### config.mk
export PLATFORM = sky130hd
export DESIGN_NAME = grp_ctrl
export DESIGN_NICKNAME = d
export VERILOG_FILES = /design/src/hdl/grp_pkg.sv /design/src/hdl/grp_ctrl.sv
export VERILOG_INCLUDE_DIRS = /design/src /design/src/hdl
export SDC_FILE = /design/constraint.sdc
export NUM_CORES = 1
export LEC_CHECK = 0
export BUFFER_PORTS_ARGS = -buffer_cell sky130_fd_sc_hd__buf_2
export CAP_MARGIN = 25
export CORE_MARGIN = 1
export CORE_UTILIZATION = 40
export CTS_CLUSTER_SIZE = 14
export DETAILED_ROUTE_END_ITERATION = 8
export PLACE_DENSITY = 0.7
export SLEW_MARGIN = 20
export SYNTH_ARGS = -nofsm -noshare
export SYNTH_HDL_FRONTEND = slang
export SYNTH_SLANG_ARGS = --single-unit
export TNS_END_PERCENT = 30
### constraint.sdc
create_clock -name clk -period 1.4 [get_ports clk]
set_input_delay 0.07 -clock clk [delete_from_list [all_inputs] [get_ports clk]]
set_output_delay 0.07 -clock clk [all_outputs]
set_load 0.03 [all_outputs]
### src/hdl/guillotine_rect_packer_core_assert.svh
// ---------------------------------------------------------------------------
// Assertion macros for the guillotine rectangle packer
// Concurrent checks that compile away when SYNTHESIS is defined.
// ---------------------------------------------------------------------------
`ifndef GUILLOTINE_RECT_PACKER_CORE_ASSERT_SVH
`define GUILLOTINE_RECT_PACKER_CORE_ASSERT_SVH

`ifndef SYNTHESIS
`define GRP_ASSERT(lbl, prop, msg) \
  lbl: assert property (@(posedge clk) disable iff (rst) (prop)) else $error(msg);
`define GRP_ASSERT_IMP(lbl, ante, cons, msg) \
  lbl: assert property (@(posedge clk) disable iff (rst) (ante) |-> (cons)) else $error(msg);
`else
`define GRP_ASSERT(lbl, prop, msg)
`define GRP_ASSERT_IMP(lbl, ante, cons, msg)
`endif

`endif

### src/hdl/grp_pkg.sv
// ---------------------------------------------------------------------------
// Guillotine rectangle packer package
// Shared widths, codes, word types and controller/datapath interfaces.
// ---------------------------------------------------------------------------
package grp_pkg;

  localparam int MAX_FREE = 256;
  localparam int MAX_SIDE = 4096;
  localparam int IDX_W    = $clog2(MAX_FREE);
  localparam int CNT_W    = IDX_W + 1;
  localparam int COORD_W  = 13;
  localparam int POS_W    = 12;
  localparam int PAD_W    = 8;

  localparam logic [1:0] CFG_ATLAS_W = 2'd0;
  localparam logic [1:0] CFG_ATLAS_H = 2'd1;
  localparam logic [1:0] CFG_PADDING = 2'd2;

  localparam logic [1:0] STAT_OK    = 2'd0;
  localparam logic [1:0] STAT_NOFIT = 2'd1;
  localparam logic [1:0] STAT_FULL  = 2'd2;

  typedef struct packed {
    logic               func;
    logic [COORD_W-1:0] rect_width;
    logic [COORD_W-1:0] rect_height;
  } in_word_t;

  typedef struct packed {
    logic [1:0]       status;
    logic [POS_W-1:0] pos_x;
    logic [POS_W-1:0] pos_y;
  } out_word_t;

  typedef struct packed {
    logic [COORD_W-1:0] x;
    logic [COORD_W-1:0] y;
    logic [COORD_W-1:0] w;
    logic [COORD_W-1:0] h;
  } frect_t;

  typedef enum logic [3:0] {
    ST_INIT,
    ST_IDLE,
    ST_DISPATCH,
    ST_SCAN,
    ST_SPLIT,
    ST_DECIDE,
    ST_SHDN,
    ST_SHUP,
    ST_WR0,
    ST_WR1,
    ST_DONE
  } state_t;

  typedef struct packed {
    logic       take;
    logic       load_root;
    logic       scan_start;
    logic       scan_step;
    logic       capture;
    logic       split;
    logic       shdn_start;
    logic       shup_start;
    logic       shift_step;
    logic       wr_l0;
    logic       wr_l1;
    logic       cnt_inc;
    logic       cnt_dec;
    logic       res_set;
    logic       res_place;
    logic [1:0] res_code;
    logic       out_load;
  } cmd_t;

  typedef struct packed {
    logic       is_restart;
    logic       hit;
    logic       miss;
    logic       full;
    logic       shift_done;
    logic       out_busy;
    logic [1:0] n_left;
  } stat_t;

endpackage

### src/hdl/grp_ctrl.sv
// ---------------------------------------------------------------------------
// Packer controller
// Sequences restart, first-fit scan, split, list shift and result delivery.
// ---------------------------------------------------------------------------
`include "guillotine_rect_packer_core_assert.svh"

module grp_ctrl (
  input  logic           clk,
  input  logic           rst,
  input  logic           in_valid,
  output logic           in_ready,
  input  grp_pkg::stat_t stat,
  output grp_pkg::cmd_t  cmd
);

  grp_pkg::state_t state, state_next;

  always_ff @(posedge clk) begin
    if (rst) begin
      state <= grp_pkg::ST_INIT;
    end else begin
      state <= state_next;
    end
  end

  always_comb begin
    state_next = state;
    cmd        = '0;
    in_ready   = 1'b0;
    case (state)
      grp_pkg::ST_INIT: begin
        cmd.load_root = 1'b1;
        state_next    = grp_pkg::ST_IDLE;
      end
      grp_pkg::ST_IDLE: begin
        in_ready = 1'b1;
        if (in_valid) begin
          cmd.take   = 1'b1;
          state_next = grp_pkg::ST_DISPATCH;
        end
      end
      grp_pkg::ST_DISPATCH: begin
        if (stat.is_restart) begin
          cmd.load_root = 1'b1;
          cmd.res_set   = 1'b1;
          cmd.res_code  = grp_pkg::STAT_OK;
          state_next    = grp_pkg::ST_DONE;
        end else begin
          cmd.scan_start = 1'b1;
          state_next     = grp_pkg::ST_SCAN;
        end
      end
      grp_pkg::ST_SCAN: begin
        cmd.scan_step = 1'b1;
        if (stat.hit) begin
          cmd.capture = 1'b1;
          state_next  = grp_pkg::ST_SPLIT;
        end else if (stat.miss) begin
          cmd.res_set  = 1'b1;
          cmd.res_code = grp_pkg::STAT_NOFIT;
          state_next   = grp_pkg::ST_DONE;
        end
      end
      grp_pkg::ST_SPLIT: begin
        cmd.split  = 1'b1;
        state_next = grp_pkg::ST_DECIDE;
      end
      grp_pkg::ST_DECIDE: begin
        cmd.res_set = 1'b1;
        if (stat.n_left == 2'd2 && stat.full) begin
          cmd.res_code = grp_pkg::STAT_FULL;
          state_next   = grp_pkg::ST_DONE;
        end else begin
          cmd.res_code  = grp_pkg::STAT_OK;
          cmd.res_place = 1'b1;
          case (stat.n_left)
            2'd0: begin
              cmd.shdn_start = 1'b1;
              state_next     = grp_pkg::ST_SHDN;
            end
            2'd1: state_next = grp_pkg::ST_WR0;
            default: begin
              cmd.shup_start = 1'b1;
              state_next     = grp_pkg::ST_SHUP;
            end
          endcase
        end
      end
      grp_pkg::ST_SHDN: begin
        cmd.shift_step = 1'b1;
        if (stat.shift_done) begin
          cmd.cnt_dec = 1'b1;
          state_next  = grp_pkg::ST_DONE;
        end
      end
      grp_pkg::ST_SHUP: begin
        cmd.shift_step = 1'b1;
        if (stat.shift_done) begin
          state_next = grp_pkg::ST_WR0;
        end
      end
      grp_pkg::ST_WR0: begin
        cmd.wr_l0  = 1'b1;
        state_next = (stat.n_left == 2'd2) ? grp_pkg::ST_WR1 : grp_pkg::ST_DONE;
      end
      grp_pkg::ST_WR1: begin
        cmd.wr_l1   = 1'b1;
        cmd.cnt_inc = 1'b1;
        state_next  = grp_pkg::ST_DONE;
      end
      grp_pkg::ST_DONE: begin
        if (!stat.out_busy) begin
          cmd.out_load = 1'b1;
          state_next   = grp_pkg::ST_IDLE;
        end
      end
      default: state_next = grp_pkg::ST_INIT;
    endcase
  end

  `GRP_ASSERT_IMP(a_root_then_idle, cmd.load_root && state == grp_pkg::ST_INIT,
                  state_next == grp_pkg::ST_IDLE, "init does not reach idle")
  `GRP_ASSERT(a_one_write, !(cmd.wr_l0 && cmd.wr_l1), "two leftover writes at once")
  `GRP_ASSERT_IMP(a_no_overwrite, cmd.out_load, !stat.out_busy, "result word overwritten")

endmodule

## After elaboration in Yosys (flattened, before gate mapping)

Cells that the tools add are included.

- Equal/unequal tests: 17
- Muxes and demuxes: 41
- Reduce and logical (&&, ||, !) cells: 6

Operators with widths:

| operator | count |
|---|---|
| case mux 4 bit (11 select lines) | 1 |
| 2-to-1 mux 4 bit | 8 |
| 2-to-1 mux 1 bit | 22 |
| equality test 4 x 3 -> 1 bit (second input constant) | 4 |
| equality test 4 bit (second input constant) | 3 |
| 2-to-1 mux 2 bit | 6 |
| equality test 4 x 2 -> 1 bit (second input constant) | 2 |
| inequality test 2 bit (second input constant) | 4 |
| case mux 4 bit (2 select lines) | 1 |
| AND reduction 5 bit | 1 |
| equality test 4 x 1 -> 1 bit (second input constant) | 1 |
| zero test 4 bit | 1 |
| case mux 2 bit (2 select lines) | 1 |
| OR reduction 2 bit | 2 |
| inequality test 3 bit (second input constant) | 1 |
| case mux 1 bit (3 select lines) | 1 |
| equality test 2 x 1 -> 1 bit (second input constant) | 1 |
| equality test 2 bit (second input constant) | 1 |
| zero test 2 bit | 1 |
| case mux 1 bit (2 select lines) | 1 |
| logical AND 1 bit | 1 |

- Flip-flop bits (word level): 4
- Input port bits: 11
- Output and inout bits: 19
- Logic and storage cells: 65

## Logic depth before layout (Yosys ltp)

Gate-level depths: netlist (run 1).

- Depth in word-level cells: 5
- Gate-level depth with buffers: 6
- Depth with buffers taken out: 5

## Worst setup path after synthesis (run 1)

Ideal clock, no wire load.

- Path type: register -> output
- From: register state[3]
- To: output port cmd[16] in the netlist's numbering
- Arrival time: 2.154 ns
- Data required time: 1.330 ns
- Slack: -0.824 ns
- Cell stages (with the launch flop): 4
- Path buffers: 2
- Cell sequence: dfxtp_1 buf_4 buf_2 a2111oi_0

RTL lines:

| what | RTL line | text |
|---|---|---|
| start, declared | grp_ctrl.sv:16 | `grp_pkg::state_t state, state_next;` |
| start signal, assigned | grp_ctrl.sv:20 | `state <= grp_pkg::ST_INIT;` |
| start signal, assigned | grp_ctrl.sv:22 | `state <= state_next;` |
| end, declared | grp_ctrl.sv:13 | `output grp_pkg::cmd_t cmd` |

==> impl_metrics.tcl, run 1 <==
set metrics [dict create \
    port_buffers 29 \
    final_util 0.762 \
    top_register "state" \
    crit_path_max_incr_delay_ns 0.36 \
    min_period_over_period 1.07 \
    vias 876 \
    slew_headroom 0.787 \
    min_to "state[0]" \
    stdcell_area_um2 1150 \
    first_global_vias 805 \
    track_usage 0.253 \
    gp_congestion 0.907 \
    synth-seq-cells 4 \
    cts_hold_buf 0 \
    p_leak_nw 0.542 \
    seq_area_frac_synth 0.125 \
    async_flop_share 0 \
    wl_um 2340 \
    synthToLayoutAreaGrowth_pct 79.5 \
    crit_type "register to output port" \
    pin_count 30 \
    holdCritPathClass "input pin to register" \
    dp_hpwl_um 1460 \
    cts_buffers 3 \
    min_from "rst" \
    status "finished, violations left" \
    grt_max_degree 12 \
    final_common_cell "buf_4" \
    yosys.cell_types.count 41 \
    syn_inst 85 \
    violations "setup timing" \
    r2r-end "state[3]" \
    placeableCoreArea_um2 1510 \
    start_util 0.424 \
    dr.first_iter.drc_count 20 \
    ys_warn_count 0 \
    fin_hold_ws_ns 0.0619 \
    final.setup.worst_slack_ns -0.104 \
    r2r_slack_ns -0.03 \
    cts_tree "built" \
    synth_fp_nets 96 \
    arrival_ns 1.43 \
    detail-route-antenna-nets 0 \
    die_area_um2 1760 \
    place_area_um2 896 \
    hold_viol_final 0 \
    die_w_um 42.0 \
    crit_path_start_kind "register" \
    fin_skew_ns 0.00337 \
    crit_path_max_fanout 7 \
    finalNetCount 146 \
    synth_ff_type "dfxtp_1" \
    top_regs "state x4" \
    ir_worst_vdd_uv 1010 \
    diodes 0 \
    cts_root_buf "clkbuf_4" \
    finalCriticalPeriod_ns 1.50 \
    antenna_found_initial 0 \
    synth_area_um2 639 \
    htree_levels 1 \
    endpoint_kind "output port" \
    rsz0062_at_grt "true" \
    cts_buffer_depth 2 \
    path_cells "buf_4 > buf_4 > nor4_4 > buf_4" \
    crit_required_ns 1.33 \
    max_freq_mhz 665 \
    maxSlewViolCount 0 \
    synth_edf_count 0 \
    cap_violations 0 \
    p_per_area_nw_per_um2 1750 \
    overflow 0 \
    dr.pass1.iters 5 \
    drive_above_1_share 0.707 \
    die_h_um 42.0 \
    std_cell_rows 14 \
    wire_per_inst_um 15.7 \
    cp_top_family "buffers and inverters" \
    cts.sinks 4 \
    insertion_delay_ns 0.24 \
    post-route-drc-count 0 \
    cp_slowest_cell "dfxtp_4" \
    grt_pass1_wl_um 3470 \
    r2r_start "state[3]" \
    vias_per_cell 5.88 \
    rr_worst_depth 5 \
    tightest_slew_ns 0.316 \
    largest_reg_flops 4 \
    final_cell_mix "buf_4 (23), buf_2 (19), buf_6 (10)" \
    clkTransAtPathRegs_ns 0.04 \
    hold_depth 2 \
    path_common_cell "buf_4" \
    syn_area_per_cell_um2 7.52 \
    path_buf_inv 3 \
    p_total_mw 2.01 \
    setup_viol 6 \
]
## final cells by class
| cell class | instances | area [um^2] |
|---|---|---|
| Multi-Input combinational cell | 69 | 606 |
| Sequential cell | 4 | 95.1 |
| Timing Repair Buffer | 52 | 380 |
| Inverter | 5 | 23.8 |
| Tap cell | 16 | 20.0 |
| Clock buffer | 3 | 22.5 |
| Fill cell | 108 | 359 |
## power by group
part	total [mW]	internal, mW	leakage (nW)	switching [mW]
sequential	0.265	0.176	0.0356	0.0888
combinational	1.60	0.747	0.493	0.851
clock	0.146	0.0960	0.0138	0.0496
total	2.01	1.02	0.542	0.989
## Yosys cell counts, drive strengths merged (2+ instances only)
cell type / count / area [um^2]
and3: 4 / 25.0
o21ai: 11 / 58.8
nand2: 6 / 32.5
nor2b: 2 / 15.0
nor4: 3 / 18.8
nor3: 6 / 35.0
a2111oi: 2 / 23.8
nor4b: 2 / 17.5
and2b: 6 / 53.8
and3b: 2 / 17.5
dfxtp: 4 / 80.1
o21a: 2 / 16.3
inv: 5 / 18.8
nor2: 4 / 15.0
buf: 6 / 47.5
a221oi: 2 / 30.0
a21oi: 5 / 25.0
## kinds of logic (layout without fill, tap and decap cells)
family / after synthesis / after routing / synth area share
buf+inv: 12 / 60 / 0.125
flops: 4 / 4 / 0.125
simple gates: 38 / 38 / 0.387
compound gates: 31 / 31 / 0.362
## metal layers
metal / vias to the layer above / wire length, um / GRT usage
met5: - / 0 / 0
met4: 0 / 65 / 0.0968
met3: 8 / 114 / 0.0302
met2: 48 / 1190 / 0.444
met1: 399 / 973 / 0.312
li1: 421 / - / -
## per-stage QoR
stage / setup WS, ns / std cells / setup TNS, ns
2_1_floorplan: -0.338 / 85 / -1.55
3_3_place_gp: 0.00565 / 141 / 0
3_5_place_dp: -0.0237 / 141 / -0.0460
4_1_cts: -0.0216 / 149 / -0.0516
5_1_grt: -0.126 / 149 / -0.602
6_report: -0.104 / 149 / -0.229
## what timing repair did
| item | 4_1_cts | 5_1_grt |
|---|---|---|
| buffers inserted | 7 | 0 |
| endpoints found under the setup margin | 20 | 14 |
| pin swaps | 4 | 5 |
| resized for setup | 40 | 16 |
## worst max path at each step
stage	slack, ns	cells after the start	to	startpoint
after global routing	-0.13	4	cmd[15]	state[3]
final	-0.10	4	cmd[15]	state[3]
after detailed placement	-0.02	5	cmd[4]	state[0]
after floorplan	-0.34	3	cmd[12]	state[3]
after CTS	-0.02	4	cmd[12]	state[3]
after global placement	0.006	6	cmd[4]	state[2]
## worst register-to-register path, delay by kind of cell, from the launching register on
kind               cells  cell delay (ns)
and+or+nand+nor        2             0.36
DFF                    1             0.36
AOI/OAI and AO/OA      3             0.58
(Power assumes the default switching activity.)
==> inputs of run 2 (changes only) <==
--- a/config.mk
+++ b/config.mk
@@ -13,6 +13,7 @@
 export CTS_CLUSTER_SIZE = 14
 export DETAILED_ROUTE_END_ITERATION = 8
 export PLACE_DENSITY = 0.7
+export RECOVER_POWER = 25
 export SLEW_MARGIN = 20
 export SYNTH_ARGS = -nofsm -noshare
 export SYNTH_HDL_FRONTEND = slang
==> impl_metrics.tcl, run 2 (synthesis gave the netlist of run 1 again) <==
set metrics [dict create \
    status "finished, violations left" \
    violations "setup timing" \
    rr_worst_depth 5 \
    die_area_um2 1760 \
    r2r_start "state[3]" \
    die_w_um 42.0 \
    cap_violations 0 \
    diodes 0 \
    gp_congestion 0.907 \
    p_per_area_nw_per_um2 1750 \
    grt_pass1_wl_um 3470 \
    placed_cells 141 \
    r2r-end "state[3]" \
    port_buffers 29 \
    start_util 0.424 \
    dp_hpwl_um 1460 \
    top_regs "state x4" \
    crit_path_start_kind "register" \
    place_ws_ns -0.0237 \
    arrival_ns 1.43 \
    slew_headroom 0.787 \
    clkTransAtPathRegs_ns 0.04 \
    vias_per_cell 5.88 \
    cts.sinks 4 \
    wire_per_inst_um 15.7 \
    multi_input_area_um2 606 \
    antenna_found_initial 0 \
    vias 876 \
    cts_tree "built" \
    min_to "state[0]" \
    p_leak_nw 0.541 \
    fin_skew_ns 0.00337 \
    htree_levels 1 \
    track_usage 0.253 \
    finalCriticalPeriod_ns 1.50 \
    detail-route-antenna-nets 0 \
    final_util 0.762 \
    nFillCells 108 \
    setup_viol 6 \
    rsz0062_at_grt "true" \
    hold_viol_final 0 \
    tightest_slew_ns 0.316 \
    dr.pass1.iters 5 \
    cts_root_buf "clkbuf_4" \
    finalNonFillerCells 149 \
    wl_um 2340 \
    placeableCoreArea_um2 1510 \
    r2r_slack_ns -0.03 \
    crit_path_max_fanout 7 \
    dr.first_iter.drc_count 20 \
    cts_buffers 3 \
    largest_reg_flops 4 \
    maxSlewViolCount 0 \
    insertion_delay_ns 0.24 \
    drive_above_1_share 0.707 \
    post-route-drc-count 0 \
    grt_max_degree 12 \
    max_freq_mhz 665 \
    final.setup.worst_slack_ns -0.104 \
    std_cell_rows 14 \
    min_from "rst" \
    top_register "state" \
    finalNetCount 146 \
    endpoint_kind "output port" \
    crit_type "register to output port" \
    overflow 0 \
    min_period_over_period 1.07 \
    first_global_vias 805 \
    hold_depth 2 \
    regArea_um2 95.1 \
    ir_worst_vdd_uv 1010 \
    holdCritPathClass "input pin to register" \
    pin_count 30 \
    crit_required_ns 1.33 \
    die_h_um 42.0 \
    final_cell_mix "buf_4 (23), buf_2 (18), buf_6 (10)" \
    final_common_cell "buf_4" \
    synthToLayoutAreaGrowth_pct 79.5 \
    fin_hold_ws_ns 0.0619 \
    cts_buffer_depth 2 \
]
[run 2: changes by cell type in the layout (fill, tap and decap cells not counted)]
cell,delta
buf_2,-1
clkbuf_2,+1
[run 2: cell type report]
class | count | share of cell area
Clock buffer | 3 | 0.0196
Multi-Input combinational cell | 69 | 0.528
Timing Repair Buffer | 52 | 0.332
Inverter | 5 | 0.0207
Tap cell | 16 | 0.0174
Sequential cell | 4 | 0.0829
[run 2: metal layers]
layer,vias to the layer above,routed length (um),GRT usage
li1,421,-,-
met1,399,972,0.312
met2,48,1190,0.444
met3,8,114,0.0302
met4,0,65,0.0968
met5,-,0,0
[run 2: worst max path at each step]
stage | from | to | slack (ns)
finish | state[3] | cmd[15] | -0.10
global route | state[3] | cmd[15] | -0.13
CTS | state[3] | cmd[12] | -0.02
detailed placement | state[0] | cmd[4] | -0.02
global placement | state[2] | cmd[4] | 0.006
floorplan | state[3] | cmd[12] | -0.34
[run 2: critical path: stages, from the launching register on]
cell	delay, ns
dfxtp_4	0.36
buf_4	0.16
buf_4	0.16
nor4_4	0.29
buf_4	0.22
[run 2: power by group]
part | total [mW] | switching, mW | internal [mW]
logic | 1.60 | 0.851 | 0.747
registers | 0.265 | 0.0888 | 0.176
clock network | 0.146 | 0.0496 | 0.0960
total | 2.01 | 0.989 | 1.02
[run 2: what timing repair did]
action / in CTS / in global routing
hold buffers: 0 / 0
pin swaps: 4 / 5
setup endpoints to repair: 20 / 14
gates cloned: 0 / 0
resized for setup: 40 / 16
buffers inserted: 7 / 0
[run 2: metrics by stage]
step	total power, mW	TNS [ns]	cell area, um^2
2_1_floorplan	1.10	-1.55	659
3_3_place_gp	1.42	0	896
3_5_place_dp	1.44	-0.0460	896
4_1_cts	1.82	-0.0516	1060
5_1_grt	2.11	-0.602	1150
6_report	2.01	-0.229	1150
